### config.mk
export PLATFORM = sky130hd
export DESIGN_NAME = sart_cell
export DESIGN_NICKNAME = d
export VERILOG_FILES = /design/src/sv/sart_pkg.sv /design/src/sv/sart_cell.sv
export SDC_FILE = /design/constraint.sdc
export NUM_CORES = 1
export LEC_CHECK = 0
export BUFFER_PORTS_ARGS = -buffer_cell sky130_fd_sc_hd__buf_2
export CAP_MARGIN = 20
export CORE_AREA = 4 4 196 198
export CTS_BUF_LIST = sky130_fd_sc_hd__clkbuf_8
export DETAILED_ROUTE_END_ITERATION = 10
export DIE_AREA = 0 0 200 202
export PLACE_DENSITY_LB_ADDON = 0.15
export SLEW_MARGIN = 15
export SYNTH_ARGS = -nofsm -noshare
export SYNTH_HDL_FRONTEND = slang
export SYNTH_SLANG_ARGS = --single-unit
### constraint.sdc
create_clock -name clk -period 3.6 [get_ports clk]
set_input_delay 0.72 -clock clk [delete_from_list [all_inputs] [get_ports clk]]
set_output_delay 0.72 -clock clk [all_outputs]
set_load 0.005 [all_outputs]
### src/sv/sart_pkg.sv
// shared types and codes for the stream ack range tracker
`default_nettype none
package sart_pkg;
    localparam int W = 62;
    typedef logic [W-1:0] off_t;
    typedef logic [2:0] cmd_t;
    localparam cmd_t CMD_REG = 3'd0;
    localparam cmd_t CMD_SENT = 3'd1;
    localparam cmd_t CMD_ACK = 3'd2;
    localparam cmd_t CMD_UNREG = 3'd3;
    localparam cmd_t CMD_QUERY = 3'd4;
    typedef logic [2:0] stat_t;
    localparam stat_t ST_OK = 3'd0;
    localparam stat_t ST_UNKNOWN = 3'd1;
    localparam stat_t ST_DUP = 3'd2;
    localparam stat_t ST_FULL = 3'd3;
    localparam stat_t ST_RFULL = 3'd4;
    localparam stat_t ST_OVF = 3'd5;
    // one stored acknowledged range held in a cell of the ring
    typedef struct packed {
        logic valid;
        off_t lo;
        off_t hi;
    } rng_t;
    // merge beat travelling with the ring
    typedef struct packed {
        logic active;
        off_t lo;
        off_t hi;
        logic merged;
    } mrg_t;
endpackage
`default_nettype wire

### src/sv/sart_cell.sv
// one range cell: holds one stored range and merges it with the passing ack beat
`default_nettype none
module sart_cell (
    input  wire logic            clk,
    input  wire logic            rst_n,
    input  wire logic            shift,
    input  wire logic            clr,
    input  wire logic            load,
    input  wire sart_pkg::rng_t  load_val,
    input  wire sart_pkg::mrg_t  mrg_in,
    output sart_pkg::rng_t       rng_out,
    output sart_pkg::mrg_t       mrg_out
);
    sart_pkg::rng_t rng_reg;
    sart_pkg::rng_t rng_next;
    sart_pkg::mrg_t mrg_reg;
    sart_pkg::mrg_t mrg_next;
    logic hit;

    // the stored range stays put, the ack beat moves on to the next cell
    always_comb
    begin
        hit = mrg_in.active && rng_reg.valid && rng_reg.lo <= mrg_in.hi
              && mrg_in.lo <= rng_reg.hi;
        mrg_next = mrg_in;
        rng_next = rng_reg;
        if (hit)
        begin
            if (rng_reg.lo < mrg_in.lo) mrg_next.lo = rng_reg.lo;
            if (rng_reg.hi > mrg_in.hi) mrg_next.hi = rng_reg.hi;
            mrg_next.merged = 1'b1;
            rng_next.valid = 1'b0;
        end
    end

    always_ff @(posedge clk or negedge rst_n)
    begin
        if (!rst_n)
        begin
            rng_reg.valid <= 1'b0;
            mrg_reg.active <= 1'b0;
        end
        else if (clr)
        begin
            rng_reg.valid <= 1'b0;
            mrg_reg.active <= 1'b0;
        end
        else if (load)
            rng_reg <= load_val;
        else if (shift)
        begin
            rng_reg <= rng_next;
            mrg_reg <= mrg_next;
        end
    end

    assign rng_out = rng_reg;
    assign mrg_out = mrg_reg;
endmodule
`default_nettype wire

* Yosys cells after proc, flatten, opt, wreduce, memory -nomap -nowiden
Cells that the tools add are included.
** Word-level totals
- Flip-flop bits (word level) :: 251
- Bits of input ports :: 256
- Output and inout bits :: 251
- Logic and storage cells :: 34
** Cells by class
- Order comparisons :: 4
- Equal/unequal tests :: 1
- Mux-type cells :: 10
- Bitwise logic cells :: 2
- Reductions and logical operators :: 10
** Operators with widths (number)
- $mux 125 :: 3
- $mux 126 :: 2
- $le 62x62->1 :: 2
- $mux 62 :: 2
- $gt 62x62->1 :: 1
- $lt 62x62->1 :: 1
- $reduce_bool 3->1 :: 2
- $reduce_and 2->1 :: 2
- $reduce_and 4->1 :: 1
- $logic_and 1x1->1 :: 3
- $mux 1 :: 3
- $reduce_and 3->1 :: 1
- $ne 2x2->1 const B :: 1
- $not 1->1 :: 2
- $reduce_bool 2->1 :: 1

* Longest topological paths before layout
- Word-level depth :: 7
- Gate-level depth with buffers :: 13
- Mapped depth without buffers :: 11

* Least setup slack after synthesis
OpenSTA, ideal clock, no wires.
- Kind :: input to register
- Start :: input port load
- End :: register mrg_reg (netlist bit mrg_out[0]), enable pin
- Library setup time :: 0.787 ns
- Arrival :: 10.140 ns
- Path slack :: -7.327 ns
- Stages on the path :: 3
- Buffers on the path :: 1
- Cells stage by stage :: clkbuf_1 > nand2b_1 > nor3b_1
** On the way
- Cells in the longest elaborated chain, start to end :: 2
** RTL lines
- start: declaration :: line sart_cell.sv:8 : input wire logic load,
- $not 1->1 (no source line)
- $reduce_and 4->1 (no source line)
- end signal: assignment :: line sart_cell.sv:53 : mrg_reg <= mrg_next;
- end: declaration :: line sart_cell.sv:16 : sart_pkg::mrg_t mrg_reg;
No other way between the ends.
A chain may end at the register's enable or synchronous reset.

==> results.json <==
{
  "outcome": "completed",
  "holdPathEnd": "rng_out[124]$_DFFE_PN0P_",
  "crit-reg2reg-launch": "rng_out[122]$_DFFE_PP_",
  "endpoint_kind": "flip-flop",
  "reg2reg_depth": 9,
  "htreeDepth": 2,
  "path_clk_slew_ps": 60,
  "design.die.area_um2": 40400,
  "gp_congestion": 0.903,
  "grt_max_degree": 66,
  "synth_top_family_by_area": "adder cells",
  "wl_met1_mm": 22.5,
  "cts.sinks": 251,
  "arrival_ps": 3840,
  "coreArea_um2": 36500,
  "hold_class": "in -> reg",
  "final_cell_area_um2": 20900,
  "fin_crit_sh": 0.971,
  "ys.flop_type": "edfxtp_1",
  "avgSynthCellArea_um2": 11.7,
  "synth_edf_count": 249,
  "finalHoldViolations": 0,
  "drv_cap": 0,
  "power_density_nw_per_um2": 352,
  "globalRouteTotalUtil": 0.254,
  "finalSetupViolCount": 0,
  "synth_adder_area_share": 0.195,
  "synthSimpleGateAreaFrac": 0.114,
  "cts_buffers": 46,
  "clk_latency_ps": 620,
  "ios": 507,
  "drt_iter0_markers": 610,
  "synth_compound_area_frac": 0.0751,
  "crit_required_ps": 3950,
  "area_growth_pct": 31.8,
  "grt-ovfl-total": 0,
  "fp.dieH_um": 202,
  "drive_above_1_share": 0.349,
  "hold_path.startpoint": "clr",
  "dp.cells": 2430,
  "syn_area_um2": 15900,
  "wl_per_cell_um": 21.0,
  "dp_hpwl_mm": 42.5,
  "worstMarginPinSlew_ps": 582,
  "r2r-end": "mrg_out[114]$_DFFE_PP_",
  "cts_tree": "built",
  "startpoint_type": "flip-flop",
  "highest_layer": "met5",
  "path_max_fanout": 23,
  "nFillCells": 3217,
  "fp.dieW_um": 200,
  "synthCells": 1358,
  "synth_seq_cells": 251,
  "grt_setup_unrepaired": "false",
  "path_common_cell": "nand3_1",
  "clk_path_buf_depth": 3,
  "fin_cells": 2527,
  "synth-async-reset-ratio": 0.00797,
  "maxSlewViolCount": 0,
  "synthMuxAreaShare": 0.0838,
  "fin_crit_ps": 3490,
  "place_area_um2": 19900,
  "wl_mm": 53.0,
  "numPortBuffers": 506,
  "crit_type": "reg -> reg",
  "fmax_ghz": 0.286,
  "drtPass1Iterations": 4,
  "cpPeakStageDelay_ps": 550,
  "vias_per_cell": 5.15,
  "peakVddDrop_v": 0.000250,
  "antenna_found_initial": 11,
  "synth.net_count": 1861,
  "root_buffer": "clkbuf_8",
  "synth_xor_area_frac": 0,
  "route.met3.wl_mm": 3.71,
  "grt_pass1_vias": 13500,
  "routed-via-count": 13000,
  "grt_pass1_wl_mm": 78.5,
  "hold_depth": 2,
  "leakagePower_nw": 10.2,
  "rows": 70,
  "ys_seq_area_frac": 0.475,
  "ys_warn_count": 0,
  "r2r_setup_slack_ps": 110,
  "antenna_left": 0,
  "relSlewSlack": 0.602,
  "crit_chain": "ha_1 -> nand3_1 -> nor3_1 -> and3_1 -> nand3_1 -> or3_1 -> o211ai_4 -> buf_12 -> mux2_1",
  "dr_wl_met2_mm": 25.4,
  "slowest_stage": "or3_1",
  "fin_skew_ps": 31.9,
  "fin_nets": 2519,
  "remaining_drc_errors": 0,
  "initial_utilization": 0.434,
  "ys_types": 46
}
cell families after synthesis:
logic type | Yosys count
adder cells (fa/ha/maj) | 247
AND/OR/NAND/NOR | 326
flip-flops | 251
buffers and inverters | 219
multiplexers | 125
AO/OA/AOI/OAI | 190
registers in the layout (all words and copies together) (netlist names):
name and flops:
mrg_out 126, rng_out 125
stage by stage:
stage	util	total power [W]	hold slack [ps]	setup WS [ps]	setup TNS, ps
2_1_floorplan	-	0.00407	424	-1010	-126610
3_5_place_dp	0.544	0.00469	521	-569	-58080
4_1_cts	0.569	0.00744	285	37.7	0
3_3_place_gp	0.544	0.00466	521	-1180	-143420
6_report	0.572	0.00735	346	106	0
5_1_grt	0.572	0.00772	342	5.40	0
how the worst max path moves through the flow:
stage | startpoint | to | cells past startpoint
finish | rng_out[122]$_DFFE_PP_ | mrg_out[114]$_DFFE_PP_ | 9
global route | rng_out[41]$_DFFE_PP_ | mrg_out[1]$_DFFE_PP_ | 13
CTS | rng_out[99]$_DFFE_PP_ | mrg_out[114]$_DFFE_PP_ | 12
detailed placement | mrg_in[115] | mrg_out[57]$_DFFE_PP_ | 13
global placement | mrg_in[52] | mrg_out[103]$_DFFE_PP_ | 14
floorplan | load | mrg_out[0]$_SDFFCE_PN1P_ | 3
synth_stat cells (all sizes together) (8+ instances only):
cell type    n  share of area
o21ai       32          0.010
and2       124          0.049
edfxtp     249           0.47
clkbuf      14         0.0033
nor2        27         0.0064
a21oi       81          0.026
a211oi      11         0.0052
nor2b        9         0.0036
inv        192          0.045
buf         13         0.0090
nand2       51          0.012
mux2i       63          0.040
nand4       44          0.017
nand3       30         0.0095
nor4         8         0.0036
ha         247           0.19
mux2        62          0.044
nor3        17         0.0054
a21o        25          0.012
o211ai      10         0.0056
where the power goes:
group / switching, W / internal (W) / total, W / leakage [nW]
registers: 0.0000919 / 0.00333 / 0.00342 / 2.19
logic: 0.000628 / 0.000588 / 0.00122 / 7.56
clock network: 0.00130 / 0.00142 / 0.00271 / 0.491
cell type report:
class                           instances  area (um2)  share of cell area
Sequential cell                       251        7530               0.360
Multi-Input combinational cell        888        7500               0.359
Timing Repair Buffer                  637        3660               0.175
Inverter                              192         721              0.0345
Clock buffer                           46         633              0.0303
Tap cell                              468         586              0.0280
Clock inverter                         38         248              0.0119
Antenna cell                            7        17.5            0.000838
worst max-delay path: cells and delay by family (launching register included):
| kind | cells | cell delay [ps] |
|---|---|---|
| AO/OA/AOI/OAI | 1 | 350 |
| adder cells (fa/ha/maj) | 1 | 340 |
| buffers and inverters | 1 | 250 |
| flip-flops | 1 | 480 |
| multiplexers | 1 | 350 |
| AND/OR/NAND/NOR | 5 | 1440 |
cell usage in the layout, fill, tap and decap left out, types with 4 or more instances in the layout:
cell type / netlist / layout
nand2_1: 51 / 50
buf_4: 1 / 120
clkinv_1: 0 / 11
buf_2: 0 / 505
a21oi_1: 81 / 81
nor4_1: 7 / 6
mux2_1: 59 / 59
mux2i_1: 63 / 63
o211ai_1: 9 / 9
a211o_1: 4 / 4
o21ai_0: 31 / 30
nand4_1: 44 / 44
edfxtp_1: 249 / 249
a21o_1: 25 / 25
nor2_1: 27 / 26
diode_2: 0 / 7
buf_12: 0 / 10
inv_1: 192 / 204
a31oi_1: 5 / 5
a211oi_1: 11 / 11
clkinv_2: 0 / 8
nor3_2: 0 / 4
nor2b_1: 9 / 9
nand3_1: 30 / 29
nand2b_1: 5 / 4
ha_1: 247 / 247
and2_1: 124 / 124
clkbuf_8: 0 / 46
nor3_1: 17 / 13
a2111oi_0: 6 / 4
a221oi_1: 5 / 5
layer usage:
metal	global-route usage	vias up
met5	0	-
met4	0.0837	6
met3	0.0510	78
met2	0.426	480
met1	0.328	6164
li1	-	6294
what timing repair did:
| action | in CTS | in global routing |
|---|---|---|
| endpoints found under the setup margin | 113 | 95 |
| endpoints found under the hold margin | 2 | 0 |
| hold buffers | 1 | 0 |
| resized for setup | 5 | 12 |
| setup buffers | 0 | 5 |
| pin swaps | 1 | 7 |
(Power assumes the default switching activity.)
